==> src/design/double_ended_queue_assert.svh <==
// assertion macros for the double-ended queue, included by dq_ptr
`ifndef DOUBLE_ENDED_QUEUE_ASSERT_SVH
`define DOUBLE_ENDED_QUEUE_ASSERT_SVH

// same-cycle implication, checked at every rising aclk outside reset
`define DQ_ASSERT_NOW(label, ante, cons, msg) \
    label: assert property (@(posedge aclk) disable iff (!aresetn) (ante) |-> (cons)) \
        else $error(msg);

// next-cycle implication, checked at every rising aclk outside reset
`define DQ_ASSERT_NEXT(label, ante, cons, msg) \
    label: assert property (@(posedge aclk) disable iff (!aresetn) (ante) |=> (cons)) \
        else $error(msg);

`endif

==> src/design/dq_pkg.sv <==
// package with codes, field widths and types of the double-ended queue
package dq_pkg;

    localparam int DQ_DEPTH      = 16;
    localparam int DQ_ELEM_WIDTH = 8;

    localparam int ACTION_W = 3;
    localparam int VALUE_W  = 8;
    localparam int COUNT_W  = 5;
    localparam int STATUS_W = 2;

    localparam logic [ACTION_W-1:0] ACT_PUSH_BACK  = 3'd0;
    localparam logic [ACTION_W-1:0] ACT_PUSH_FRONT = 3'd1;
    localparam logic [ACTION_W-1:0] ACT_POP_FRONT  = 3'd2;
    localparam logic [ACTION_W-1:0] ACT_POP_BACK   = 3'd3;
    localparam logic [ACTION_W-1:0] ACT_CLEAR      = 3'd4;

    localparam logic [STATUS_W-1:0] ST_DONE  = 2'd0;
    localparam logic [STATUS_W-1:0] ST_EMPTY = 2'd1;
    localparam logic [STATUS_W-1:0] ST_FULL  = 2'd2;

    typedef struct packed {
        logic [STATUS_W-1:0] status;
        logic                nonempty;
    } dq_stat_t;

endpackage

==> src/design/dq_ram.sv <==
// element store: one write port, two registered read ports
module dq_ram
    import dq_pkg::*;
#(
    parameter int DEPTH      = DQ_DEPTH,
    parameter int ELEM_WIDTH = DQ_ELEM_WIDTH,
    localparam int AW        = $clog2(DEPTH)
) (
    input  logic                  aclk,
    input  logic                  we,
    input  logic [AW-1:0]         waddr,
    input  logic [ELEM_WIDTH-1:0] wdata,
    input  logic                  re,
    input  logic [AW-1:0]         raddr_front,
    input  logic [AW-1:0]         raddr_back,
    output logic [ELEM_WIDTH-1:0] rdata_front,
    output logic [ELEM_WIDTH-1:0] rdata_back
);

    logic [ELEM_WIDTH-1:0] mem [DEPTH];
    logic [ELEM_WIDTH-1:0] rdata_front_reg;
    logic [ELEM_WIDTH-1:0] rdata_back_reg;

    always_ff @(posedge aclk) begin
        if (we) begin
            mem[waddr] <= wdata;
        end
    end

    always_ff @(posedge aclk) begin
        if (re) begin
            rdata_front_reg <= mem[raddr_front];
            rdata_back_reg  <= mem[raddr_back];
        end
    end

    assign rdata_front = rdata_front_reg;
    assign rdata_back  = rdata_back_reg;

endmodule

==> src/design/dq_ptr.sv <==
// head and fill count registers, request decode and ring address arithmetic
module dq_ptr
    import dq_pkg::*;
#(
    parameter int DEPTH      = DQ_DEPTH,
    parameter int ELEM_WIDTH = DQ_ELEM_WIDTH,
    localparam int AW        = $clog2(DEPTH),
    localparam int CW        = $clog2(DEPTH + 1),
    localparam int SW        = CW + 1
) (
    input  logic                  aclk,
    input  logic                  aresetn,
    input  logic                  go,
    input  logic [ACTION_W-1:0]   action,
    input  logic [VALUE_W-1:0]    value,
    output logic                  we,
    output logic [AW-1:0]         waddr,
    output logic [ELEM_WIDTH-1:0] wdata,
    output logic [AW-1:0]         front_addr,
    output logic [AW-1:0]         back_addr,
    output logic [CW-1:0]         count,
    output dq_stat_t              stat
);

    `include "double_ended_queue_assert.svh"

    logic [AW-1:0]       head_reg;
    logic [AW-1:0]       head_next;
    logic [CW-1:0]       count_reg;
    logic [CW-1:0]       count_next;
    logic [STATUS_W-1:0] status_reg;
    logic [STATUS_W-1:0] status_next;
    logic                we_next;
    logic [AW-1:0]       waddr_next;
    logic [SW-1:0]       tail_sum;
    logic [AW-1:0]       tail_addr;
    logic [SW-1:0]       last_sum;
    logic [AW-1:0]       last_addr;
    logic [AW-1:0]       head_dec;
    logic [AW-1:0]       head_inc;
    logic                full;
    logic                empty;

    assign full  = (count_reg == CW'(DEPTH));
    assign empty = (count_reg == '0);

    // slot just past the back element
    assign tail_sum  = SW'(head_reg) + SW'(count_reg);
    assign tail_addr = (tail_sum >= SW'(DEPTH)) ? AW'(tail_sum - SW'(DEPTH)) : AW'(tail_sum);

    // slot of the back element
    assign last_sum  = (tail_sum == '0) ? SW'(DEPTH - 1) : tail_sum - 1'b1;
    assign last_addr = (last_sum >= SW'(DEPTH)) ? AW'(last_sum - SW'(DEPTH)) : AW'(last_sum);

    assign head_dec = (head_reg == '0) ? AW'(DEPTH - 1) : head_reg - 1'b1;
    assign head_inc = (head_reg == AW'(DEPTH - 1)) ? '0 : head_reg + 1'b1;

    always_comb begin
        head_next   = head_reg;
        count_next  = count_reg;
        status_next = ST_DONE;
        we_next     = 1'b0;
        waddr_next  = tail_addr;
        case (action)
            ACT_PUSH_BACK: begin
                if (full) begin
                    status_next = ST_FULL;
                end else begin
                    we_next    = 1'b1;
                    count_next = count_reg + 1'b1;
                end
            end
            ACT_PUSH_FRONT: begin
                if (full) begin
                    status_next = ST_FULL;
                end else begin
                    we_next    = 1'b1;
                    waddr_next = head_dec;
                    head_next  = head_dec;
                    count_next = count_reg + 1'b1;
                end
            end
            ACT_POP_FRONT: begin
                if (empty) begin
                    status_next = ST_EMPTY;
                end else begin
                    head_next  = head_inc;
                    count_next = count_reg - 1'b1;
                end
            end
            ACT_POP_BACK: begin
                if (empty) begin
                    status_next = ST_EMPTY;
                end else begin
                    count_next = count_reg - 1'b1;
                end
            end
            ACT_CLEAR: begin
                head_next  = '0;
                count_next = '0;
            end
            default: begin
            end
        endcase
    end

    always_ff @(posedge aclk) begin
        if (!aresetn) begin
            head_reg   <= '0;
            count_reg  <= '0;
            status_reg <= ST_DONE;
        end else if (go) begin
            head_reg   <= head_next;
            count_reg  <= count_next;
            status_reg <= status_next;
        end
    end

    assign we    = go && we_next;
    assign waddr = waddr_next;
    assign wdata = ELEM_WIDTH'(value);

    assign front_addr    = head_reg;
    assign back_addr     = last_addr;
    assign count         = count_reg;
    assign stat.status   = status_reg;
    assign stat.nonempty = !empty;

    `DQ_ASSERT_NOW(a_count_bound, 1'b1, count_reg <= CW'(DEPTH), "fill count above depth")
    `DQ_ASSERT_NOW(a_write_room, we, !full, "slot written while queue full")
    `DQ_ASSERT_NEXT(a_refused_push, go && full && (action == ACT_PUSH_BACK || action == ACT_PUSH_FRONT), $stable(count_reg) && $stable(head_reg) && status_reg == ST_FULL, "refused push changed the queue")
    `DQ_ASSERT_NEXT(a_pop_front, go && !empty && action == ACT_POP_FRONT, count_reg == $past(count_reg) - 1'b1 && head_reg != $past(head_reg), "pop front did not advance")

endmodule

==> src/design/double_ended_queue.sv <==
// a request is taken in S_IDLE, read in S_READ and loaded into the output register in S_LOAD
// a new request is taken only in S_IDLE, once the last result has been loaded
// the output register holds a result while the next request is taken
// reset: synchronous active-low aresetn empties the queue and drops m_tvalid
// slot contents are not cleared by reset or by a clear request
module double_ended_queue
    import dq_pkg::*;
#(
    parameter int DEPTH      = DQ_DEPTH,
    parameter int ELEM_WIDTH = DQ_ELEM_WIDTH
) (
    input  logic        aclk,
    input  logic        aresetn,
    input  logic        s_tvalid,
    output logic        s_tready,
    input  logic [7:0]  s_tdata,   // value[7:0]
    input  logic [2:0]  s_tuser,   // action[2:0]
    output logic        m_tvalid,
    input  logic        m_tready,
    output logic [23:0] m_tdata,   // front_value[7:0], back_value[15:8], count[20:16]
    output logic [3:0]  m_tuser    // front_valid[0], back_valid[1], status[3:2]
);

    localparam int AW = $clog2(DEPTH);
    localparam int CW = $clog2(DEPTH + 1);

    localparam logic [1:0] S_IDLE = 2'd0;
    localparam logic [1:0] S_READ = 2'd1;
    localparam logic [1:0] S_LOAD = 2'd2;

    logic [1:0]            state_reg;
    logic [1:0]            state_next;
    logic                  go;
    logic                  we;
    logic [AW-1:0]         waddr;
    logic [ELEM_WIDTH-1:0] wdata;
    logic [AW-1:0]         front_addr;
    logic [AW-1:0]         back_addr;
    logic [CW-1:0]         count;
    dq_stat_t              stat;
    logic [ELEM_WIDTH-1:0] rdata_front;
    logic [ELEM_WIDTH-1:0] rdata_back;
    logic                  load;
    logic                  m_tvalid_reg;
    logic                  m_tvalid_next;
    logic [23:0]           m_tdata_reg;
    logic [3:0]            m_tuser_reg;
    logic [VALUE_W-1:0]    front_out;
    logic [VALUE_W-1:0]    back_out;

    assign s_tready = (state_reg == S_IDLE);
    assign go       = s_tvalid && s_tready;
    assign load     = (state_reg == S_LOAD) && (!m_tvalid_reg || m_tready);

    dq_ptr #(
        .DEPTH      (DEPTH),
        .ELEM_WIDTH (ELEM_WIDTH)
    ) u_ptr (
        .aclk       (aclk),
        .aresetn    (aresetn),
        .go         (go),
        .action     (s_tuser),
        .value      (s_tdata),
        .we         (we),
        .waddr      (waddr),
        .wdata      (wdata),
        .front_addr (front_addr),
        .back_addr  (back_addr),
        .count      (count),
        .stat       (stat)
    );

    dq_ram #(
        .DEPTH      (DEPTH),
        .ELEM_WIDTH (ELEM_WIDTH)
    ) u_ram (
        .aclk        (aclk),
        .we          (we),
        .waddr       (waddr),
        .wdata       (wdata),
        .re          (state_reg == S_READ),
        .raddr_front (front_addr),
        .raddr_back  (back_addr),
        .rdata_front (rdata_front),
        .rdata_back  (rdata_back)
    );

    always_comb begin
        state_next = state_reg;
        case (state_reg)
            S_IDLE: begin
                if (go) begin
                    state_next = S_READ;
                end
            end
            S_READ: begin
                state_next = S_LOAD;
            end
            S_LOAD: begin
                if (load) begin
                    state_next = S_IDLE;
                end
            end
            default: begin
                state_next = S_IDLE;
            end
        endcase
    end

    assign front_out = stat.nonempty ? VALUE_W'(rdata_front) : '0;
    assign back_out  = stat.nonempty ? VALUE_W'(rdata_back) : '0;

    always_comb begin
        m_tvalid_next = m_tvalid_reg;
        if (load) begin
            m_tvalid_next = 1'b1;
        end else if (m_tready) begin
            m_tvalid_next = 1'b0;
        end
    end

    always_ff @(posedge aclk) begin
        if (!aresetn) begin
            state_reg    <= S_IDLE;
            m_tvalid_reg <= 1'b0;
        end else begin
            state_reg    <= state_next;
            m_tvalid_reg <= m_tvalid_next;
        end
    end

    always_ff @(posedge aclk) begin
        if (load) begin
            m_tdata_reg <= {3'b000, COUNT_W'(count), back_out, front_out};
            m_tuser_reg <= {stat.status, stat.nonempty, stat.nonempty};
        end
    end

    assign m_tvalid = m_tvalid_reg;
    assign m_tdata  = m_tdata_reg;
    assign m_tuser  = m_tuser_reg;

endmodule
==> config.mk <==
export PLATFORM = sky130hd
export DESIGN_NAME = double_ended_queue
export DESIGN_NICKNAME = d
export VERILOG_FILES = /design/src/design/dq_pkg.sv /design/src/design/dq_ram.sv /design/src/design/dq_ptr.sv /design/src/design/double_ended_queue.sv
export VERILOG_INCLUDE_DIRS = /design/src /design/src/design
export SDC_FILE = /design/constraint.sdc
export NUM_CORES = 1
export LEC_CHECK = 0
export ABC_CLOCK_PERIOD_IN_PS = 3400
export BUFFER_PORTS_ARGS = -buffer_cell sky130_fd_sc_hd__buf_2
export CAP_MARGIN = 20
export CORE_MARGIN = 1.5
export CORE_UTILIZATION = 55
export DETAILED_ROUTE_END_ITERATION = 10
export MAX_ROUTING_LAYER = met4
export PLACE_DENSITY = 0.84
export SYNTH_ARGS = -nofsm -noshare
export SYNTH_HDL_FRONTEND = slang
export SYNTH_SLANG_ARGS = --single-unit
==> constraint.sdc <==
create_clock -name aclk -period 3.4 [get_ports aclk]
set_input_delay 0.17 -clock aclk [delete_from_list [all_inputs] [get_ports aclk]]
set_output_delay 0.17 -clock aclk [all_outputs]
set_load 0.02 [all_outputs]
Yosys cells after proc, flatten, opt, wreduce, memory -nomap -nowiden --
Memory sizes are Yosys's and may differ from the RTL's. A register that Yosys moved wholly into a read port is not among the register bits. Cells that the tools add are included.
Storage, ports and cells: flip-flop bits (word level) 39, memory bits (writable) 128, bits of input ports 15, output and inout port bits 30, logic and storage cells 77, memories 1
Memory list:
- u_ram.mem | depth 16, bits a word 8, rd ports 2, clocked after Yosys merged registers in 2, wr ports 1, RTL line dq_ram.sv:20 | logic [ELEM_WIDTH-1:0] mem [DEPTH];
Cells by class: add/subtract/negate cells 8, magnitude comparators 2, equality and inequality tests 14, multiplexer cells 25, reductions and logical operators 19
Operators by type and width (count):
- $mux 4 | 8
- $pmux 5 s3 | 1
- $ge 6x5->1 const B | 2
- $pmux 4 s3 | 1
- $sub 4x1->4 const B | 3
- $mux 5 | 2
- $ne 2x2->1 const B | 5
- $reduce_and 4->1 | 2
- $mux 1 | 7
- $add 4x5->6 | 1
- $eq 3x2->1 const B | 2
- $logic_not 6->1 | 1
- $mux 2 | 3
- $mux 6 | 1
- $pmux 2 s3 | 1
- $reduce_bool 3->1 | 2
- $sub 6x1->6 const B | 1
- $add 5x1->5 const B | 1
- $eq 5x5->1 const B | 1
- $logic_not 5->1 | 1
- $sub 5x1->5 const B | 1
- $add 4x1->4 const B | 1
- $eq 4x4->1 const B | 1
- $logic_not 4->1 | 1
- other kinds (14) | 18

Longest topological paths before layout --
Gate-level depths: netlist of the first run.
depth after elaboration 6, depth in mapped cells 11, depth with buffers taken out 9

Cells and area by module --
A second synthesis of the first run with hierarchy kept.
Second synthesis, totals: cell total of the unflattened synthesis 517, area total of the unflattened synthesis 8717.1 um2
Modules (own cells, without submodules):
- dq_ram | times used 1, cells an instance 307, area an instance 6506.2 um2, sequential area each 4324.1 um2
- dq_ptr | times used 1, cells an instance 151, area an instance 1218.7 um2, sequential area each 220.2 um2
- double_ended_queue | times used 1, cells an instance 59, area an instance 992.2 um2, sequential area each 780.7 um2

Worst setup path before layout of the first run --
No wires, ideal clock.
kind reg-to-reg, start point reg u_ptr.count_reg[0] (netlist: u_ptr.count[0]), end point reg u_ram.rdata_back_reg[5] (netlist: u_ram.rdata_back[5]) (read register of u_ram.mem) (data pin), library setup time 273 ps, arrival time 2923 ps, data required time 3127 ps, slack 204 ps, stages on the path, launching flop included 12, buffers on the path 5, period minus slack after synthesis 3196 ps, path through dfxtp_1 ha_1 buf_2 buf_2 buf_4 inv_1 ha_1 buf_2 clkbuf_1 mux4_2 o211ai_1 o211ai_1
On the way: longest elaborated chain between the ends 5, elaborated cells between the ends (all ways) 7, those cells by class add/sub (3); order compare (1); mux (2); reduce/logical (1)
Ends and longest elaborated chain:
- from (decl) | RTL line dq_ptr.sv:29 | logic [CW-1:0] count_reg;
- from (signal assigned) | RTL line dq_ptr.sv:114 | count_reg <= count_next;
- $add 4x5->6 * | RTL line dq_ptr.sv:48 | assign tail_sum = SW'(head_reg) + SW'(count_reg);
- $sub 6x1->6 or $logic_not 6->1 (tied branches) | RTL line dq_ptr.sv:52 | assign last_sum = (tail_sum == '0) ? SW'(DEPTH - 1) : tail_sum - 1'b1;
- $mux 6 * | RTL line dq_ptr.sv:52
- $ge 6x5->1 or $sub 4x1->4 (tied branches) | RTL line dq_ptr.sv:53 | assign last_addr = (last_sum >= SW'(DEPTH)) ? AW'(last_sum - SW'(DEPTH)) : AW'(last_sum);
- $mux 4 * | RTL line dq_ptr.sv:53
- to (decl) | RTL line dq_ram.sv:22 | logic [ELEM_WIDTH-1:0] rdata_back_reg;
Mark *: on every way between the ends. The rest lies on a longest branch, timed or not. A chain may end at the register's enable or synchronous reset.

Worst setup path after layout of the first run --
start point reg u_ptr.count_reg[0] (netlist: u_ptr.count[0]), end point reg u_ram.rdata_back_reg[3] (netlist: u_ram.rdata_back[3]) (read register of u_ram.mem) (data pin)
The elaborated chain is that of the path after synthesis.

==> metrics, run 1 <==
Startpoint Class flop; actual slew at the worst max-slew pin ~1000 ps; Die Span Y between 100 and 150 microns; initial core utilization roughly 57%; Vias/cell 6.767; Setup Skew about 6.3 ps; fill cell count ~980; IO Count 45; Total GRT Usage 27.25%; FFs w/ async S/R, synth 0%; period utilization between 90% and 100%; ranking of synthesized cells by area edfxtp_1 58%, mux4_2 18%, dfxtp_1 3.2%; Avg Inst Size Synth 16.97 sq um; gr ovfl total 0; num rows between 40 and 50; layout cell share with drive strength beyond 1 between 30% and 40%; flops & latches, synth ~180; Post-synth top cells 168 x edfxtp_1, 71 x mux4_2, 23 x nor2_1, 20 x nor3_1, 19 x inv_1; CTS tree built; fin util between 60 and 70%; Synth Flop Type edfxtp_1; area of the multi-input gates between 0.003 and 0.004 sq mm; CP max stage cell dfxtp_1; sequential-to-total area share from yosys stat 60.93%; Clock Latency Late Sink approximately 430 ps; critical path type reg2reg; most common cell in the synthesized netlist edfxtp_1; final slew viol count 0; post-DP HPWL roughly 13 mm; max_slew headroom around 31%; setup TNS 0 ps; CTS sink cnt between 150 and 200; P_leak 3.341 nW; Die X around 130 microns; Max Fclk 310.5 MHz; VDD IR max roughly 0.39 mV; post-route ant nets 0; First DRT Iteration DRCs a little over 700; Worst EP required 3550 ps; Setup Viol. Count Final 0; final worst slack 179.8 ps; first-pass GRT wire length ~31 mm; largest net degree at the start of global routing 39; cts bufs inserted 17; Period minus WS final 3220 ps; routability cong. between 0.9 and 1; pre-CTS setup slack between 200 and 250 ps; worst hold slack about 24 ps; Reg area roughly 0.0053 sq mm; core area between 0.015 and 0.02 sq mm; cell chosen for the clock root clkbuf_16; Final nets ~610; worst-path maximum fanout 8; mapped cell area just under 0.009 sq mm; Netlist cell types 66; Final Hold Viols 0; DRC viols 0; outcome complete, no violations; post-cts resize count 0; Max Buffers Root-to-Sink 2; EDFF count, synth 168; full die area about 0.017 sq mm; max reg flops roughly 130; Clock transition at path regs roughly 70 ps; Synth top area share around 58%; port buffer count 41; drt pass-1 iters 6; cells after synthesis approximately 500; cell accounting for the most synthesized area edfxtp_1; Worst Path Buf+Inv 1; DR vias about 5400; vias in the first global route between 5000 and 6000; initial antenna violation count 1; final wirelength ~20 mm; HP Class in2reg; Area growth syn-to-layout 13.07%; CP max stage delay roughly 500 ps; crit-path most repeated cell o211ai_1; worst path cell trace ha_2 -> fa_1 -> inv_1 -> ha_1 -> or3b_2 -> nor2_1 -> o32ai_2 -> o211ai_1 -> o211ai_1; Synth warnings 0; Max-Cap Viols 0; Worst EP arrival ~3400 ps; RSZ-0062 raised after global routing no; crit-path leading delay family adder cells; Routed WL per cell roughly 25 microns; Power per Cell Area around 540 mW/mm^2; Worst setup EP type flop; H-tree levels 4
## worst paths after layout
check / slack (ps) / from / cells past startpoint / endpoint
setup / recovery: 180 / u_ptr.count[0] / 9 / u_ram.rdata_back[3]
setup reg to reg: 180 / u_ptr.count[0] / 9 / u_ram.rdata_back[3]
hold / removal: 20 / s_tvalid / 3 / u_ptr.status_reg[0]
hold reg to reg: 440 / u_ptr.status_reg[0] / 0 / m_tuser[2]
## worst min-delay path, delay by kind of cell
family          cells  cell delay (ps)
compound gates      1               60
buf+inv             1              120
simple gates        1               60
## kinds of logic after synthesis
group	synth area share, %
simple gates	6.944
buf+inv	2.649
other cells	0.04291
compound gates	5.154
xor+xnor	1.661
mux	20.59
fa+ha+maj	2.033
flops	60.93
## per-stage QoR
step	cells	cell area [sq um]	total power, W
6_report	802	9882	0.005342
5_1_grt	802	9882	0.005503
4_1_cts	798	9853	0.005333
3_5_place_dp	766	9279	0.003461
3_3_place_gp	766	9279	0.003427
2_1_floorplan	517	8747	0.003225
## per-layer routing
metal	part of all wire, %	GRT usage, %	vias to the layer above
met5	0	-	-
met4	3.0	10.24	0
met3	13	8.712	77
met2	49	42.15	433
met1	36	34.01	2699
li1	-	-	2218
## power by group
group | switching [W] | internal [W] | total [W]
sequential | 0.0000261 | 0.00251 | 0.00254
clock | 0.000867 | 0.00103 | 0.00189
combinational | 0.000512 | 0.000400 | 0.000912
## placed cells by master (no fill, tap or decap), types with 8 or more instances in the layout
cell type	synthesis	routed
clkbuf_16	0	17
buf_2	10	41
o211ai_1	18	18
nand2_1	10	10
a21oi_1	11	11
buf_4	7	28
mux4_2	71	71
nor2b_1	11	10
inv_1	19	19
edfxtp_1	168	168
nor2_1	23	23
nor3_1	20	20
dfxtp_1	14	12
nand3_1	10	10
mux2i_1	8	8
and2b_1	9	9
ha_1	11	10
## layout make-up
class | count | area share (%)
clock buffers | 17 | 4.305
repair buffers | 71 | 4.520
inverters | 19 | 0.7217
flip-flops and latches | 182 | 53.91
clock inverters | 15 | 1.507
well taps | 211 | 2.672
multi-input cells | 286 | 32.34
diodes | 1 | 0.02532
## repair_timing
item,4_1_cts,5_1_grt
hold buffers,0,0
setup buffers,0,2
endpoints found under the setup margin,0,5
Note: power is estimated with default switching activity, not from simulation.
==> run 2, diff against run 1 <==
--- a/config.mk
+++ b/config.mk
@@ -6,14 +6,14 @@
 export SDC_FILE = /design/constraint.sdc
 export NUM_CORES = 1
 export LEC_CHECK = 0
-export ABC_CLOCK_PERIOD_IN_PS = 3400
+export ABC_CLOCK_PERIOD_IN_PS = 3420
 export BUFFER_PORTS_ARGS = -buffer_cell sky130_fd_sc_hd__buf_2
 export CAP_MARGIN = 20
 export CORE_MARGIN = 1.5
-export CORE_UTILIZATION = 55
+export CORE_UTILIZATION = 61
 export DETAILED_ROUTE_END_ITERATION = 10
 export MAX_ROUTING_LAYER = met4
-export PLACE_DENSITY = 0.84
+export PLACE_DENSITY = 0.87
 export SYNTH_ARGS = -nofsm -noshare
 export SYNTH_HDL_FRONTEND = slang
 export SYNTH_SLANG_ARGS = --single-unit
==> constraint.sdc (replaced) <==
create_clock -name aclk -period 3.42 [get_ports aclk]
set_input_delay 0.171 -clock aclk [delete_from_list [all_inputs] [get_ports aclk]]
set_output_delay 0.171 -clock aclk [all_outputs]
set_load 0.02 [all_outputs]
==> run 2 against run 1 <==
Compared with the run above: worst hold slack better by 10 ps; die area down 9.6%; setup slack worse by 39 ps; register-to-register slack worse by 40 ps; count of clock-buffer cells in the layout up 2; first-iteration DRC count down 3.4%; global-route usage up 3.2 points; utilization up 6.5 points; final cell count down 3.1%; total power down 2.3%; via count down 0.13%; largest power group unchanged.
==> metrics, run 2 (synthesized netlist as in run 1, its figures left out) <==
Net Sw Frac 25.68% (was 26.29%); H-tree levels 4 (unchanged); HP Class in2reg (unchanged); initial core utilization 62.72% (was 56.86%); Setup Buffers After CTS 0 (unchanged); fin cells 777 (was 802); fin util 70.75% (was 64.29%); setup TNS 0 ps (unchanged); post-DP HPWL 13.71 mm (was 13.32 mm); core area 0.01393 sq mm (was 0.01537 sq mm); Routed WL per cell 26.58 microns (was 25.31 microns); post-route ant nets 0 (unchanged); Worst EP required 3580 ps (was 3550 ps); DR vias 5420 (was 5427); RSZ-0062 raised after global routing no (unchanged); CTS sink cnt 182 (unchanged); IO Count 45 (unchanged); final instance area 0.009858 sq mm (was 0.009882 sq mm); vias in the first global route 5463 (was 5339); global route hottest layer met2 (unchanged); final slew viol count 0 (unchanged); Die X 122.7 microns (was 129.1 microns); Total GRT Usage 30.45% (was 27.25%); cell chosen for the clock root clkbuf_16 (unchanged); max_slew headroom 29.79% (was 31.33%); commonest non-fill, non-tap cells in the layout 168 x edfxtp_1, 71 x mux4_2, 41 x buf_2 (unchanged); post-cts resize count 0 (unchanged); Clock Latency Late Sink 440 ps (was 430 ps); # hold bufs at CTS 0 (unchanged); Final nets 611 (was 605); drt pass-1 iters 5 (was 6); period utilization 95.90% (was 94.71%); GR Layer Usage met1 37.46% (was 34.01%); actual slew at the worst max-slew pin 1024 ps (was 1001 ps); Die Span Y 122.7 microns (was 129.1 microns); num rows 43 (was 45); routability cong. 0.9535 (was 0.9026); full die area 0.01505 sq mm (was 0.01666 sq mm); port buffer count 41 (unchanged); Max-Cap Viols 0 (unchanged); P_leak 3.353 nW (was 3.341 nW); Worst EP arrival 3440 ps (was 3370 ps); DRC viols 0 (unchanged); most common cell after layout, fill and taps aside edfxtp_1 (unchanged); VDD IR max 0.3793 mV (was 0.3882 mV); largest net degree at the start of global routing 40 (was 39); Seq pwr share 48.4% (was 47.5%); pre-CTS setup slack 296.3 ps (was 241.5 ps); clock share of power 34.6% (was 35.4%); GR Util met3 6.738% (was 8.712%); First DRT Iteration DRCs 683 (was 707); max reg flops 128 (unchanged); placed instance count 743 (was 766); first-pass GRT wire length 31.28 mm (was 31.48 mm); Setup Skew 15.38 ps (was 6.348 ps); Reg2Reg Setup Slack 140 ps (was 180 ps); Worst setup EP type flop (unchanged); CTS tree built (unchanged); Final Hold Viols 0 (unchanged); Max Fclk 304.9 MHz (was 310.5 MHz); Power per Cell Area 529.6 mW/mm^2 (was 540.6 mW/mm^2); final wirelength 20.65 mm (was 20.30 mm); Max Buffers Root-to-Sink 2 (unchanged); Startpoint Class flop (unchanged); GR Layer Usage met2 46.63% (was 42.15%); Area growth syn-to-layout 12.80% (was 13.07%); critical path type reg2reg (unchanged); fill cell count 801 (was 975); NetSw 0.001341 W (was 0.001405 W); Logic pwr share 17.0% (was 17.1%); Int Pwr 0.003880 W (was 0.003938 W); Period minus WS final 3280 ps (was 3220 ps); layout cell share with drive strength beyond 1 34.40% (was 34.58%); outcome complete, no violations (unchanged); Area after DPL 0.009300 sq mm (was 0.009279 sq mm); final worst slack 140.3 ps (was 179.8 ps); Clock transition at path regs 70 ps (about the same); gr ovfl total 0 (unchanged); Setup Viol. Count Final 0 (unchanged); worst-path maximum fanout 8 (unchanged); Vias/cell 6.976 (was 6.767); cts bufs inserted 17 (unchanged); initial antenna violation count 0 (was 1)
run 2: cell count changes in the layout (fill, tap and decap cells not counted):
cell	delta
buf_8	+1
clkinvlp_4	+1
buf_4	+6
clkbuf_1	+2
clkinv_1	+3
clkinv_8	-1
inv_6	-4
buf_6	-1
clkinv_4	-1
run 2: worst paths after layout:
path / from / end / cells after the start
setup / recovery: u_ptr.count[0] / u_ram.rdata_back[1] / 9
setup reg to reg: u_ptr.count[0] / u_ram.rdata_back[1] / 9
hold reg to reg: u_ptr.status_reg[1] / m_tuser[3] / 0
hold / removal: aresetn / u_ptr.front_addr[2] / 3
run 2: routing by layer:
metal	up-vias	wire, microns	share of wire [%]
li1	2227	-	-
met1	2693	7290	35
met2	411	10240	50
met3	89	2062	10
met4	0	1061	5.1
met5	-	0	0
run 2: stage by stage:
step	power [W]	hold WS, ps
after global placement	0.003401	414.6
after global routing	0.005367	40.46
after detailed placement	0.003435	415.4
after floorplan	0.003206	269.9
final	0.005221	33.68
after CTS	0.005216	19.07
run 2: worst max-delay path, stage by stage, from the launching register on:
cell and delay (ps):
dfxtp_1 500, ha_2 260, fa_1 480, inv_1 160, ha_1 160, or3b_2 470, a21oi_1 200, o211ai_1 390
nand3_1 250, o211ai_1 130
run 2: layout make-up:
| cell class | instances | area, sq um | area share (%) |
|---|---|---|---|
| Clock inverter | 13 | 107.6 | 1.092 |
| Multi-Input combinational cell | 286 | 3196 | 32.42 |
| Clock buffer | 19 | 432.9 | 4.391 |
| Inverter | 19 | 71.32 | 0.7234 |
| Tap cell | 180 | 225.2 | 2.285 |
| Antenna cell | 1 | 2.502 | 0.02538 |
| Timing Repair Buffer | 77 | 495.5 | 5.026 |
| Sequential cell | 182 | 5328 | 54.04 |
run 2: power groups by stage:
stage | Sequential [W] | Combinational, W | Clock (W)
after global placement | 0.00257 | 0.000831 | 0
after detailed placement | 0.00257 | 0.000862 | 0
after global routing | 0.00253 | 0.000941 | 0.00190
after floorplan | 0.00257 | 0.000634 | 0
after CTS | 0.00253 | 0.000873 | 0.00182
final | 0.00253 | 0.000886 | 0.00181
==> run 3, diff against run 2 <==
--- a/config.mk
+++ b/config.mk
@@ -10,10 +10,10 @@
 export BUFFER_PORTS_ARGS = -buffer_cell sky130_fd_sc_hd__buf_2
 export CAP_MARGIN = 20
 export CORE_MARGIN = 1.5
-export CORE_UTILIZATION = 61
+export CORE_UTILIZATION = 40
 export DETAILED_ROUTE_END_ITERATION = 10
 export MAX_ROUTING_LAYER = met4
-export PLACE_DENSITY = 0.87
+export PLACE_DENSITY = 0.64
 export SYNTH_ARGS = -nofsm -noshare
 export SYNTH_HDL_FRONTEND = slang
 export SYNTH_SLANG_ARGS = --single-unit
==> run 3 against run 2 <==
Compared with the run above: sequential share of layout area is 0.60 points lower; clock skew is 0.78 ps lower; global-route usage is 11 points lower; maximum frequency is 1.1% lower; clock power hardly changed; critical path depth stayed put; utilization is 24 points lower; count of clock-buffer cells in the layout is 2 lower; total power hardly changed; critical endpoint is now u_ram.rdata_back[4]; largest cell class unchanged; highest routed layer unchanged.
==> metrics, run 3 (synthesized netlist as in run 1, its figures left out) <==
outcome complete, no violations (unchanged); max reg flops 128 (unchanged); critical path type reg2reg (unchanged); full die area 0.02275 sq mm (was 0.01505 sq mm); P_leak 3.368 nW (was 3.353 nW); routability cong. 0.8211 (was 0.9535); Reg area 0.005328 sq mm (unchanged); gr ovfl total 0 (unchanged); # hold bufs at CTS 0 (unchanged); IO Count 45 (unchanged); Clock Latency Late Sink 440 ps (about the same); CP max stage cell dfxtp_1 (unchanged); Worst Path Buf+Inv 1 (unchanged); drt pass-1 iters 5 (unchanged); largest net degree at the start of global routing 39 (was 40); area of the multi-input gates 0.003196 sq mm (unchanged); max_slew headroom 24.60% (was 29.79%); CTS sink cnt 182 (unchanged); RSZ-0062 raised after global routing no (unchanged); core area 0.02122 sq mm (was 0.01393 sq mm); initial core utilization 41.19% (was 62.72%); Power per Cell Area 523.6 mW/mm^2 (was 529.6 mW/mm^2); Worst setup EP type flop (unchanged); pre-CTS setup slack 200.9 ps (was 296.3 ps); num rows 53 (was 43); layout cell share with drive strength beyond 1 34.79% (was 34.40%); Worst EP arrival 3470 ps (was 3440 ps); fill cell count 1830 (was 801); Final nets 611 (unchanged); port buffer count 41 (unchanged); Max-Cap Viols 0 (unchanged); Worst EP required 3580 ps (about the same); Routed WL per cell 23.21 microns (was 26.58 microns); H-tree levels 4 (unchanged); Die X 150.8 microns (was 122.7 microns); first-pass GRT wire length 31.03 mm (was 31.28 mm); Setup Viol. Count Final 0 (unchanged); cts bufs inserted 17 (unchanged); Max Fclk 301.7 MHz (was 304.9 MHz); crit-path most repeated cell o211ai_1 (unchanged); post-cts resize count 0 (unchanged); Startpoint Class flop (unchanged); DRC viols 0 (unchanged); worst-path maximum fanout 8 (unchanged); Total GRT Usage 19.44% (was 30.45%); period utilization 96.92% (was 95.90%); commonest non-fill, non-tap cells in the layout 168 x edfxtp_1, 71 x mux4_2, 41 x buf_2 (unchanged); actual slew at the worst max-slew pin 1126 ps (was 1024 ps); CP max stage delay 490 ps (was 500 ps); cell chosen for the clock root clkbuf_16 (unchanged); First DRT Iteration DRCs 626 (was 683); final total power 0.005220 W (was 0.005221 W); Area growth syn-to-layout 14.07% (was 12.80%); Setup Skew 14.60 ps (was 15.38 ps); n_diodes 0 (was 1); Die Span Y 150.8 microns (was 122.7 microns); Setup Buffers After CTS 0 (unchanged); worst path cell trace ha_2 -> fa_1 -> inv_1 -> ha_1 -> or3b_2 -> a21oi_1 -> o211ai_1 -> nand3_1 -> o211ai_1 (unchanged); crit-path leading delay family adder cells (unchanged); VDD IR max 0.3662 mV (was 0.3793 mV); final slew viol count 0 (unchanged); post-DP HPWL 13.76 mm (was 13.71 mm); vias in the first global route 5149 (was 5463); Final Hold Viols 0 (unchanged); DR vias 5211 (was 5420); most common cell after layout, fill and taps aside edfxtp_1 (unchanged); Vias/cell 5.990 (was 6.976); setup TNS 0 ps (unchanged); initial antenna violation count 0 (unchanged); Max Buffers Root-to-Sink 2 (unchanged); final worst slack 105.5 ps (was 140.3 ps); post-route ant nets 0 (unchanged); worst hold slack 22.03 ps (was 33.68 ps); Period minus WS final 3315 ps (was 3280 ps); CTS tree built (unchanged); HP Class in2reg (unchanged); final wirelength 20.19 mm (was 20.65 mm); Clock transition at path regs 70 ps (about the same)
run 3: where the power goes:
group          internal, W  switching, W
sequential         0.00250     0.0000282
combinational     0.000392      0.000486
clock             0.000990      0.000827
run 3: layer usage:
| layer | share of wire [%] | wire length, microns | global-route usage (%) |
|---|---|---|---|
| met1 | 41 | 8377 | 26.02 |
| met2 | 49 | 9852 | 30.23 |
| met3 | 7.8 | 1574 | 3.795 |
| met4 | 1.9 | 388 | 5.922 |
| met5 | 0 | 0 | - |
run 3: stage by stage:
| step | instance area (sq um) | std cells | utilization, % |
|---|---|---|---|
| floorplan | 8747 | 517 | - |
| global placement | 9419 | 838 | 44.39 |
| detailed placement | 9419 | 838 | 44.39 |
| CTS | 9955 | 869 | 46.91 |
| global route | 9970 | 870 | 46.98 |
| finish | 9970 | 870 | 46.98 |
run 3: worst paths after layout:
kind                            start             endpoint  slack [ps]  depth (start not counted)
setup / recovery       u_ptr.count[0]  u_ram.rdata_back[4]         110                          9
hold / removal               s_tvalid  u_ptr.status_reg[0]          20                          3
setup reg to reg       u_ptr.count[0]  u_ram.rdata_back[4]         110                          9
hold reg to reg   u_ptr.status_reg[0]           m_tuser[2]         440                          0
run 3: final cells by class:
type	instances	share of cell area (%)
sequential	182	53.44
multi-input combinational	286	32.05
timing repair buffer	77	4.970
clock buffer	17	4.267
tap	275	3.451
clock inverter	14	1.104
inverter	19	0.7154
run 3: worst register-to-register path, cell delays in order, from the launching register on:
cell      delay (ps)
dfxtp_1          490
ha_2             270
fa_1             490
inv_1            160
ha_1             170
or3b_2           460
a21oi_1          170
o211ai_1         440
nand3_1          270
o211ai_1         110
